$ cat src/sv/assert_macros.svh
// Assertion macros shared by the RTL.
// No dependencies; define ASSERT_OFF to compile the checks out.
`ifndef ASSERT_MACROS_SVH
`define ASSERT_MACROS_SVH
`ifndef ASSERT_OFF
`define ASSERT_PROP(label, clk, rst_n, prop, msg) \
  label: assert property (@(posedge clk) disable iff (!rst_n) prop) else $error(msg);
`define ASSERT_NEVER(label, clk, rst_n, prop, msg) \
  label: assert property (@(posedge clk) disable iff (!rst_n) !(prop)) else $error(msg);
`else
`define ASSERT_PROP(label, clk, rst_n, prop, msg)
`define ASSERT_NEVER(label, clk, rst_n, prop, msg)
`endif
`endif

$ cat src/sv/msi_pkg.sv
// Shared types and constants for the merge sorter.
// No dependencies.
package msi_pkg;

  localparam int unsigned DATA_W = 32;

  typedef enum logic [3:0] {
    S_LOAD,
    S_MRG_INIT,
    S_RD_L,
    S_RD_R,
    S_WAIT,
    S_MERGE,
    S_FETCH,
    S_OUT_RD,
    S_OUT_CAP
  } state_e;

endpackage

$ cat src/sv/msi_if.sv
// Valid/ready stream interfaces for the sorter input and output channels.
// Depends on msi_pkg.
interface msi_in_if import msi_pkg::*; ();
  logic                     valid;
  logic                     ready;
  logic signed [DATA_W-1:0] value;
  logic                     last_in;

  modport source (output valid, output value, output last_in, input ready);
  modport sink   (input valid, input value, input last_in, output ready);
endinterface

interface msi_out_if import msi_pkg::*; ();
  logic                     valid;
  logic                     ready;
  logic signed [DATA_W-1:0] sorted_value;
  logic                     last_out;

  modport source (output valid, output sorted_value, output last_out, input ready);
  modport sink   (input valid, input sorted_value, input last_out, output ready);
endinterface

$ cat src/sv/msi_ram.sv
// Generic simple dual-port RAM: one write port, one read port, registered read.
// No dependencies.
module msi_ram #(
  parameter int unsigned WIDTH = 32,
  parameter int unsigned DEPTH = 16
) (
  input  logic                                         clk_i,
  input  logic                                         we_i,
  input  logic [((DEPTH > 1) ? $clog2(DEPTH) : 1)-1:0] waddr_i,
  input  logic [WIDTH-1:0]                             wdata_i,
  input  logic [((DEPTH > 1) ? $clog2(DEPTH) : 1)-1:0] raddr_i,
  output logic [WIDTH-1:0]                             rdata_o
);

  logic [WIDTH-1:0] mem [DEPTH];
  logic [WIDTH-1:0] rdata_q;

  always_ff @(posedge clk_i) begin
    if (we_i) begin
      mem[waddr_i] <= wdata_i;
    end
    rdata_q <= mem[raddr_i];
  end

  assign rdata_o = rdata_q;

endmodule

$ cat src/sv/merge_sort_integers_core.sv
// Streaming merge sorter for sets of signed 32-bit integers.
// Depends on msi_pkg, msi_if (msi_in_if, msi_out_if), msi_ram, assert_macros.svh.
//
// Usage:
//   in_i  : one value per transfer, last_in marks the end of a set. A set is
//           also closed when it reaches SET_SIZE values without the flag.
//   out_o : the closed set in ascending order, one value per transfer,
//           last_out on the final one.
// Phases for a set of N values (P = ceil(log2 N) merge passes):
//   load   : N values, one transfer per cycle while in_i.valid is high.
//   sort   : P passes; each merged element costs a write plus a refill
//            read of the single read port of the source buffer.
//   output : per value, a read, then a capture into the output reg.
// in_i.ready is high only while collecting a set. The next set may start
// loading while the last sorted value still waits in the output register.
// Reset (async, active low) empties the set and drops any pending output;
// the buffers themselves are not cleared. A stalled receiver holds the
// output register and simply pauses the read-out sequence.
`include "assert_macros.svh"

module merge_sort_integers_core import msi_pkg::*; #(
  parameter int unsigned SET_SIZE = 16
) (
  input  logic      clk_i,
  input  logic      rst_ni,
  msi_in_if.sink    in_i,
  msi_out_if.source out_o
);

  // Address, count and sum widths.
  localparam int unsigned AW = (SET_SIZE > 1) ? $clog2(SET_SIZE) : 1;
  localparam int unsigned CW = $clog2(SET_SIZE + 1);
  localparam int unsigned SW = CW + 2;
  localparam logic [CW-1:0] LAST_IDX = CW'(SET_SIZE - 1);

  // Control state.
  state_e        state_q, state_d;
  logic [CW-1:0] fill_q;   // values collected so far
  logic [CW-1:0] n_q;      // size of the closed set
  logic [CW-1:0] w_q;      // run width of the current pass
  logic [CW-1:0] lo_q;     // start of the current run pair
  logic [CW-1:0] mid_q;    // end of left run
  logic [CW-1:0] hi_q;     // end of right run
  logic [CW-1:0] i_q;      // left run read pointer
  logic [CW-1:0] j_q;      // right run read pointer
  logic [CW-1:0] k_q;      // write pointer, reused as read-out pointer
  logic          src_q;    // 0: buffer A holds the runs, 1: buffer B
  logic          took_l_q; // last merge step consumed the left head
  logic          out_valid_q;

  // Datapath registers.
  logic signed [DATA_W-1:0] head_l_q;
  logic signed [DATA_W-1:0] head_r_q;
  logic signed [DATA_W-1:0] out_data_q;
  logic                     out_last_q;

  // Memory ports. Reads always come from the source buffer and merge
  // writes always go to the other one, so no entry is read and written
  // in the same cycle and no forwarding is needed.
  logic              load_we;
  logic              merge_we;
  logic              we_a, we_b;
  logic [CW-1:0]     waddr;
  logic [CW-1:0]     raddr;
  logic [DATA_W-1:0] wdata;
  logic [DATA_W-1:0] rdata_a, rdata_b, rdata;

  logic          in_xfer;
  logic          close_set;
  logic          out_free;
  logic          take_l;
  logic          pass_done;
  logic          sort_done;
  logic          out_last;
  logic [CW-1:0] k_nxt;
  logic [SW-1:0] sum_mid, sum_hi, w_dbl;
  logic [CW-1:0] mid_c, hi_c;

  assign in_xfer   = in_i.valid && in_i.ready;
  assign close_set = in_i.last_in || (fill_q == LAST_IDX);
  assign out_free  = !out_valid_q || out_o.ready;

  // Run bounds for the next pair, clamped to the set size.
  assign sum_mid = SW'(lo_q) + SW'(w_q);
  assign sum_hi  = sum_mid + SW'(w_q);
  assign w_dbl   = SW'(w_q) << 1;
  assign mid_c   = (sum_mid >= SW'(n_q)) ? n_q : sum_mid[CW-1:0];
  assign hi_c    = (sum_hi >= SW'(n_q)) ? n_q : sum_hi[CW-1:0];

  assign pass_done = (lo_q >= n_q);
  assign sort_done = (w_dbl >= SW'(n_q));
  assign out_last  = (k_q == (n_q - CW'(1)));
  assign k_nxt     = k_q + CW'(1);

  // Left head wins only when strictly smaller; an exhausted run never wins.
  assign take_l = (i_q < mid_q) && ((j_q >= hi_q) || (head_l_q < head_r_q));

  assign rdata = src_q ? rdata_b : rdata_a;

  // Next state.
  always_comb begin
    state_d = state_q;
    case (state_q)
      S_LOAD: begin
        if (in_xfer && close_set) begin
          state_d = (fill_q == '0) ? S_OUT_RD : S_MRG_INIT;
        end
      end
      S_MRG_INIT: begin
        if (pass_done) begin
          state_d = sort_done ? S_OUT_RD : S_MRG_INIT;
        end else begin
          state_d = S_RD_L;
        end
      end
      S_RD_L:  state_d = S_RD_R;
      S_RD_R:  state_d = S_WAIT;
      S_WAIT:  state_d = S_MERGE;
      S_MERGE: state_d = (k_nxt == hi_q) ? S_MRG_INIT : S_FETCH;
      S_FETCH: state_d = S_MERGE;
      S_OUT_RD: begin
        if (out_free) begin
          state_d = S_OUT_CAP;
        end
      end
      S_OUT_CAP: state_d = out_last ? S_LOAD : S_OUT_RD;
      default:   state_d = S_LOAD;
    endcase
  end

  // Memory control.
  always_comb begin
    load_we  = 1'b0;
    merge_we = 1'b0;
    waddr    = k_q;
    wdata    = $unsigned(take_l ? head_l_q : head_r_q);
    raddr    = k_q;
    case (state_q)
      S_LOAD: begin
        load_we = in_xfer;
        waddr   = fill_q;
        wdata   = $unsigned(in_i.value);
      end
      S_RD_L: raddr = i_q;
      S_RD_R: raddr = j_q;
      S_MERGE: begin
        merge_we = 1'b1;
        // Refill the head that is consumed now.
        raddr    = take_l ? (i_q + CW'(1)) : (j_q + CW'(1));
      end
      default: raddr = k_q;
    endcase
  end

  assign we_a = load_we || (merge_we && src_q);
  assign we_b = merge_we && !src_q;

  always_ff @(posedge clk_i or negedge rst_ni) begin
    if (!rst_ni) begin
      state_q     <= S_LOAD;
      fill_q      <= '0;
      n_q         <= '0;
      w_q         <= '0;
      lo_q        <= '0;
      mid_q       <= '0;
      hi_q        <= '0;
      i_q         <= '0;
      j_q         <= '0;
      k_q         <= '0;
      src_q       <= 1'b0;
      took_l_q    <= 1'b0;
      out_valid_q <= 1'b0;
    end else begin
      state_q <= state_d;

      if (state_q == S_OUT_CAP) begin
        out_valid_q <= 1'b1;
      end else if (out_o.ready) begin
        out_valid_q <= 1'b0;
      end

      case (state_q)
        S_LOAD: begin
          if (in_xfer) begin
            if (close_set) begin
              n_q    <= fill_q + CW'(1);
              fill_q <= '0;
              src_q  <= 1'b0;
              w_q    <= CW'(1);
              lo_q   <= '0;
              k_q    <= '0;
            end else begin
              fill_q <= fill_q + CW'(1);
            end
          end
        end
        S_MRG_INIT: begin
          if (pass_done) begin
            // Runs now live in the buffer just written.
            src_q <= !src_q;
            lo_q  <= '0;
            k_q   <= '0;
            if (!sort_done) begin
              w_q <= w_dbl[CW-1:0];
            end
          end else begin
            mid_q <= mid_c;
            hi_q  <= hi_c;
            i_q   <= lo_q;
            j_q   <= mid_c;
            k_q   <= lo_q;
          end
        end
        S_MERGE: begin
          k_q      <= k_nxt;
          took_l_q <= take_l;
          if (take_l) begin
            i_q <= i_q + CW'(1);
          end else begin
            j_q <= j_q + CW'(1);
          end
          if (k_nxt == hi_q) begin
            lo_q <= hi_q;
          end
        end
        S_OUT_CAP: k_q <= k_nxt;
        default: ;
      endcase
    end
  end

  always_ff @(posedge clk_i) begin
    case (state_q)
      S_RD_R: head_l_q <= $signed(rdata);
      S_WAIT: head_r_q <= $signed(rdata);
      S_FETCH: begin
        if (took_l_q) begin
          head_l_q <= $signed(rdata);
        end else begin
          head_r_q <= $signed(rdata);
        end
      end
      S_OUT_CAP: begin
        out_data_q <= $signed(rdata);
        out_last_q <= out_last;
      end
      default: ;
    endcase
  end

  msi_ram #(
    .WIDTH (DATA_W),
    .DEPTH (SET_SIZE)
  ) u_buf_a (
    .clk_i   (clk_i),
    .we_i    (we_a),
    .waddr_i (waddr[AW-1:0]),
    .wdata_i (wdata),
    .raddr_i (raddr[AW-1:0]),
    .rdata_o (rdata_a)
  );

  msi_ram #(
    .WIDTH (DATA_W),
    .DEPTH (SET_SIZE)
  ) u_buf_b (
    .clk_i   (clk_i),
    .we_i    (we_b),
    .waddr_i (waddr[AW-1:0]),
    .wdata_i (wdata),
    .raddr_i (raddr[AW-1:0]),
    .rdata_o (rdata_b)
  );

  assign in_i.ready         = (state_q == S_LOAD);
  assign out_o.valid        = out_valid_q;
  assign out_o.sorted_value = out_data_q;
  assign out_o.last_out     = out_last_q;

  // Merge writes stay inside the current pair and the closed set.
  `ASSERT_PROP(a_merge_bounds, clk_i, rst_ni, (state_q == S_MERGE) |-> ((k_q < hi_q) && (hi_q <= n_q)), "merge write out of range")
  // A merge step always has an element left in one of the runs.
  `ASSERT_PROP(a_merge_src, clk_i, rst_ni, (state_q == S_MERGE) |-> ((i_q < mid_q) || (j_q < hi_q)), "merge from exhausted runs")
  // The output register is never overwritten while a value waits in it.
  `ASSERT_NEVER(a_out_overwrite, clk_i, rst_ni, (state_q == S_OUT_CAP) && out_valid_q, "output overwritten")

endmodule
$ cat src/flat_wrapper.sv
// flat-port wrapper written by rule: the top's interface ports become plain ports
module merge_sort_integers_core_flat import msi_pkg::*;
#(
  parameter int unsigned SET_SIZE = 16
)
  (clk_i, rst_ni, in_i_valid, in_i_value, in_i_last_in, in_i_ready, out_o_valid, out_o_sorted_value, out_o_last_out, out_o_ready);
  msi_in_if in_i_i ();
  msi_out_if out_o_i ();
  input  logic clk_i;
  input  logic rst_ni;
  input wire logic [$bits(in_i_i.valid)-1:0] in_i_valid;
  input wire logic [$bits(in_i_i.value)-1:0] in_i_value;
  input wire logic [$bits(in_i_i.last_in)-1:0] in_i_last_in;
  output wire logic [$bits(in_i_i.ready)-1:0] in_i_ready;
  output wire logic [$bits(out_o_i.valid)-1:0] out_o_valid;
  output wire logic [$bits(out_o_i.sorted_value)-1:0] out_o_sorted_value;
  output wire logic [$bits(out_o_i.last_out)-1:0] out_o_last_out;
  input wire logic [$bits(out_o_i.ready)-1:0] out_o_ready;
  assign in_i_i.valid = in_i_valid;
  assign in_i_i.value = in_i_value;
  assign in_i_i.last_in = in_i_last_in;
  assign in_i_ready = in_i_i.ready;
  assign out_o_valid = out_o_i.valid;
  assign out_o_sorted_value = out_o_i.sorted_value;
  assign out_o_last_out = out_o_i.last_out;
  assign out_o_i.ready = out_o_ready;
  merge_sort_integers_core #(.SET_SIZE(SET_SIZE)) u_core (.clk_i(clk_i), .rst_ni(rst_ni), .in_i(in_i_i), .out_o(out_o_i));
endmodule
$ cat config.mk
export PLATFORM = sky130hd
export DESIGN_NAME = merge_sort_integers_core_flat
export DESIGN_NICKNAME = d
export VERILOG_FILES = /design/src/sv/msi_pkg.sv /design/src/sv/msi_if.sv /design/src/sv/msi_ram.sv /design/src/sv/merge_sort_integers_core.sv /design/src/flat_wrapper.sv
export VERILOG_INCLUDE_DIRS = /design/src /design/src/sv
export SDC_FILE = /design/constraint.sdc
export NUM_CORES = 2
export LEC_CHECK = 0
export BUFFER_PORTS_ARGS = -buffer_cell sky130_fd_sc_hd__buf_2
export CELL_PAD_IN_SITES_DETAIL_PLACEMENT = 0
export CELL_PAD_IN_SITES_GLOBAL_PLACEMENT = 1
export CORE_MARGIN = 8
export CORE_UTILIZATION = 40
export CTS_CLUSTER_SIZE = 20
export DETAILED_ROUTE_END_ITERATION = 7
export PLACE_DENSITY = 0.65
export RECOVER_POWER = 50
export SYNTH_ARGS = -nofsm -noshare
export SYNTH_HDL_FRONTEND = slang
export SYNTH_SLANG_ARGS = --single-unit
$ cat constraint.sdc
create_clock -name clk_i -period 18.85 [get_ports clk_i]
set_clock_uncertainty 0.2 [all_clocks]
set_input_delay 0 -clock clk_i [delete_from_list [all_inputs] [get_ports clk_i]]
set_output_delay 0 -clock clk_i [all_outputs]
set_load 0.005 [all_outputs]
==> impl_results.rst <==
.. list-table::
   :header-rows: 1

   * - Metric
     - Value
   * - Number of max-capacitance violations reported
     - 39
   * - Time the final worst path needs with I/O delays and setup
     - 7390 ps
   * - Reg power frac
     - 36.7%
   * - Number of global-route vias before repair
     - 27200
   * - Netlist cell types
     - 64
   * - Setup-failing EPs final
     - 0
   * - Worst reg2reg path endpoint
     - u_core.u_buf_b.mem[1][17]
   * - Part of the total power dissipated in combinational logic
     - 42.4%
   * - Hold path start
     - in_i_value[22]
   * - CP Max Fanout
     - 34
   * - Root buf cell
     - sky130_fd_sc_hd__clkbuf_16
   * - Routed wire length
     - 132000 um
   * - Full die area
     - 139000 um2
   * - Largest net degree at the start of global routing
     - 160
   * - Power density of the placed cells
     - 209 nW/um2
   * - HPWL after detailed placement
     - 68700 um
   * - Synthesized netlist cell count
     - 3190
   * - VDD IR-drop max
     - 0.000302 V
   * - Mean instance size in the synthesized netlist
     - 15.9 um2
   * - Antenna violations before repair
     - 5
   * - Unrepaired setup endpoints after global routing
     - no
   * - Top cells by area, synth
     - sky130_fd_sc_hd__edfxtp_1, sky130_fd_sc_hd__mux2i_1, sky130_fd_sc_hd__dfrtp_1
   * - Int Power
     - 7440 uW
   * - H-tree levels
     - 4
   * - Residual DRC
     - 0
   * - Total CTS buffers
     - 132
   * - Flop-to-flop setup slack
     - 11460 ps
   * - Area occupied by multi-input gates
     - 13600 um2
   * - Global placer's final weighted congestion
     - 0.774
   * - Core Area
     - 126000 um2
   * - Tightest Hold Check Type
     - in2reg
   * - Iter 0 DRT Violations
     - 2418
   * - Worst max-slew margin expressed relative to the limit
     - -170%
   * - Worst flop-to-flop path startpoint
     - u_core.state_q[3]
   * - Top achievable clock speed
     - 0.135 GHz
   * - Area Growth Syn to Fin
     - 13.5%
   * - Post-synthesis simple-gate area fraction
     - 4.90%
   * - Flip-flop cell with the highest count after synthesis
     - sky130_fd_sc_hd__edfxtp_1
   * - TritonCTS Sinks
     - 1237
   * - Area leader, netlist
     - sky130_fd_sc_hd__edfxtp_1
   * - Worst skew pair latency
     - 730 ps
   * - Number of rows in the core area
     - 130
   * - CTS tree
     - yes
   * - First-pass GRT wire length
     - 189000 um
   * - Port buffer count
     - 71
   * - Clock transition at the registers of the reported paths
     - 60 ps
   * - Type of the worst setup path
     - reg2reg
   * - Net switching fraction of the power
     - 38.1%
   * - Data required, critical path
     - 18890 ps
   * - Bufs on Longest Clock Path
     - 3
   * - Overall power
     - 12000 uW
   * - Share of final-layout standard cells stronger than drive strength 1
     - 10.2%
   * - Setup crit end kind
     - register
   * - Multiplexer fraction of the synthesized cell area
     - 11.0%
   * - Final net count
     - 3447
   * - Synthesized-area fraction occupied by ao, oa, aoi and oai cells
     - 7.81%
   * - Initial core utilization
     - 40.4%
   * - DR vias
     - 27800
   * - Io pins
     - 72
   * - Cell area after technology mapping
     - 50800 um2
   * - Via density per instance
     - 5.45
   * - Net Sw Power
     - 4580 uW
   * - Proportion of synthesized chip area in sequential cells
     - 71.4%
   * - Nature of the critical path startpoint
     - register
   * - Worst hold path endpoint
     - u_core.u_buf_a.mem[1][22]
   * - Violated checks
     - max-capacitance violations, max-slew violations
   * - Storage element area
     - 36200 um2
   * - Yosys warning count
     - 0
   * - Outcome
     - complete, but fails checks
   * - Routed length per instance
     - 25.9 um
   * - Width of the chip
     - 372 um
   * - Clock power share
     - 20.9%
   * - Fraction of synthesized cell area in xor and xnor cells
     - 0.431%
   * - Critical path data arrival time
     - 7430 ps
   * - Post-synth top area share
     - 66.3%
   * - Arithmetic-cell share of the synthesized area counting full adders, half adders and majority gates
     - 1.93%
   * - Postcts setup bufs
     - 0
   * - Async SR Flop Fraction
     - 4.20%
   * - Cell count of the worst hold path
     - 3
   * - Combinational family with the most area after synthesis
     - multiplexers
   * - Tightest Pin Transition
     - 4040 ps
   * - Post-synth EDFFs
     - 1121
   * - Synth Register Bits
     - 1237
   * - Overall track demand over capacity in global routing
     - 18.7%
   * - Post-synth net total
     - 3304
   * - TNS Setup
     - 0 ps
   * - Grt total ovfl
     - 0
   * - Static leakage
     - 0.0198 uW
   * - Max Slew Vio Count
     - 1227
   * - Count of endpoints failing hold in the final timing report
     - 0
   * - Die height
     - 372 um
   * - Layout fillers
     - 11000
   * - Count of nets left with antenna violations after detail routing
     - 0
   * - Final Cycle Share
     - 39.2%
   * - Detailed Routing Iterations Pass 1
     - 8
   * - Worst Reg-to-Reg Cells
     - 6
-- how the worst max path moves through the flow --
stage | depth (start not counted) | slack (ps) | to | from
2_1_floorplan | 3 | 12190 | u_core.head_r_q[0] | u_core.state_q[3]
3_3_place_gp | 15 | 12210 | u_core.u_buf_b.rdata_o[19] | u_core.head_l_q[31]
3_5_place_dp | 15 | 12100 | u_core.u_buf_b.rdata_o[16] | u_core.head_l_q[31]
4_1_cts | 15 | 12070 | u_core.u_buf_a.rdata_o[19] | u_core.head_l_q[31]
5_1_grt | 6 | 11280 | u_core.u_buf_b.mem[1][22] | u_core.state_q[2]
6_report | 6 | 11460 | u_core.u_buf_b.mem[1][17] | u_core.state_q[3]
-- power by group through the flow --
stage / logic, uW / clock network [uW] / registers, uW
finish: 5090 / 2510 / 4410
global route: 5550 / 2670 / 4440
CTS: 5150 / 2560 / 4390
detailed placement: 5120 / 0 / 4440
global placement: 5060 / 0 / 4440
floorplan: 3670 / 0 / 4450
-- metrics by stage --
stage,std cells,setup slack [ps],utilization [%],hold slack (ps),instance area [um2]
after floorplan,3190,12190,-,-496,50800
after detailed placement,4808,12100,42.3,-14.5,53200
after global routing,5091,11280,45.8,41.8,57600
after CTS,5091,12070,46.0,0.268,57800
final,5095,11460,45.8,81.0,57600
after global placement,4808,12210,42.3,-11.5,53200
-- flip-flops by register name, summed over array words and instances (netlist names), 32 cells and up --
name / cells
u_core.u_buf_a.rdata_o: 32
u_core.head_r_q: 32
u_core.head_l_q: 32
u_core.out_o.sorted_value: 32
u_core.u_buf_b.mem: 512
u_core.u_buf_a.mem: 512
u_core.u_buf_b.rdata_o: 32
-- critical path, stage by stage, from the launching register on --
cell	delay [ps]
sky130_fd_sc_hd__dfrtp_1	620
sky130_fd_sc_hd__nor4_2	230
sky130_fd_sc_hd__clkbuf_1	1420
sky130_fd_sc_hd__a21oi_1	740
sky130_fd_sc_hd__or3_1	720
sky130_fd_sc_hd__nor2_4	140
sky130_fd_sc_hd__clkbuf_1	2750
-- metal layers --
metal  part of all wire (%)  track usage, %
met1                     44            25.6
met2                     49            31.6
met3                    5.3            2.49
met4                    2.0            4.89
met5                      0               0
-- cell usage after synthesis (7+ instances only) --
cell                       count
sky130_fd_sc_hd__mux2i_1     521
sky130_fd_sc_hd__nor2b_1     140
sky130_fd_sc_hd__a211oi_1    132
sky130_fd_sc_hd__a21oi_1      80
sky130_fd_sc_hd__dfxtp_1      64
sky130_fd_sc_hd__nand4_1       7
sky130_fd_sc_hd__edfxtp_1   1121
sky130_fd_sc_hd__o211ai_1      8
sky130_fd_sc_hd__buf_2        13
sky130_fd_sc_hd__inv_1        68
sky130_fd_sc_hd__or3_1         7
sky130_fd_sc_hd__a211o_1     129
sky130_fd_sc_hd__a22oi_1      66
sky130_fd_sc_hd__a31oi_1      10
sky130_fd_sc_hd__nand2b_1     15
sky130_fd_sc_hd__buf_4        52
sky130_fd_sc_hd__buf_6        10
sky130_fd_sc_hd__a21o_1        7
sky130_fd_sc_hd__nor3_1        9
sky130_fd_sc_hd__xnor2_1      19
sky130_fd_sc_hd__o21ai_0      83
sky130_fd_sc_hd__ha_1         75
sky130_fd_sc_hd__nand2_1     113
sky130_fd_sc_hd__nor2_1       99
sky130_fd_sc_hd__nand3_1      83
sky130_fd_sc_hd__clkbuf_1     97
sky130_fd_sc_hd__dfrtp_1      52
sky130_fd_sc_hd__mux2_2       34
-- cells by family (layout without fill, tap and decap cells) --
kind of cell             Yosys count  count (layout)
flip-flops                      1237            1237
multiplexers                     555             555
AO/OA/AOI/OAI                    551             551
AND/OR/NAND/NOR                  497             497
buffers and inverters            248             499
adder cells (fa/ha/maj)           77              77
XOR/XNOR                          25              25
other                              0               4
-- cell type report --
type | instances | share of cell area, %
multi-input combinational | 1705 | 23.6
tap | 1650 | 3.58
antenna | 4 | 0.0174
inverter | 68 | 0.443
clock inverter | 51 | 0.754
sequential | 1237 | 62.9
timing repair buffer | 189 | 2.12
clock buffer | 191 | 6.60
-- what timing repair did --
item,in CTS,in global routing
hold buffers,41,0
hold endpoints to repair,1034,0
gates resized for setup,0,0
-- cell usage in the layout (no fill, tap or decap), types with 19 or more instances in the layout --
| cell type | instances |
|---|---|
| sky130_fd_sc_hd__dfxtp_1 | 64 |
| sky130_fd_sc_hd__clkbuf_1 | 96 |
| sky130_fd_sc_hd__xnor2_1 | 19 |
| sky130_fd_sc_hd__nor2_1 | 74 |
| sky130_fd_sc_hd__nor2b_1 | 140 |
| sky130_fd_sc_hd__a211oi_1 | 132 |
| sky130_fd_sc_hd__dlygate4sd3_1 | 41 |
| sky130_fd_sc_hd__mux2_1 | 32 |
| sky130_fd_sc_hd__mux2i_1 | 521 |
| sky130_fd_sc_hd__o21ai_0 | 51 |
| sky130_fd_sc_hd__o21ai_2 | 29 |
| sky130_fd_sc_hd__nand3_1 | 83 |
| sky130_fd_sc_hd__dfrtp_1 | 51 |
| sky130_fd_sc_hd__buf_4 | 41 |
| sky130_fd_sc_hd__a21oi_1 | 80 |
| sky130_fd_sc_hd__a22oi_1 | 66 |
| sky130_fd_sc_hd__clkinv_2 | 19 |
| sky130_fd_sc_hd__nand2_1 | 112 |
| sky130_fd_sc_hd__clkbuf_16 | 137 |
| sky130_fd_sc_hd__a211o_1 | 129 |
| sky130_fd_sc_hd__inv_1 | 67 |
| sky130_fd_sc_hd__buf_2 | 44 |
| sky130_fd_sc_hd__ha_1 | 75 |
| sky130_fd_sc_hd__edfxtp_1 | 1121 |
| sky130_fd_sc_hd__nor2_4 | 26 |
Note: power is estimated with default switching activity, not from simulation.
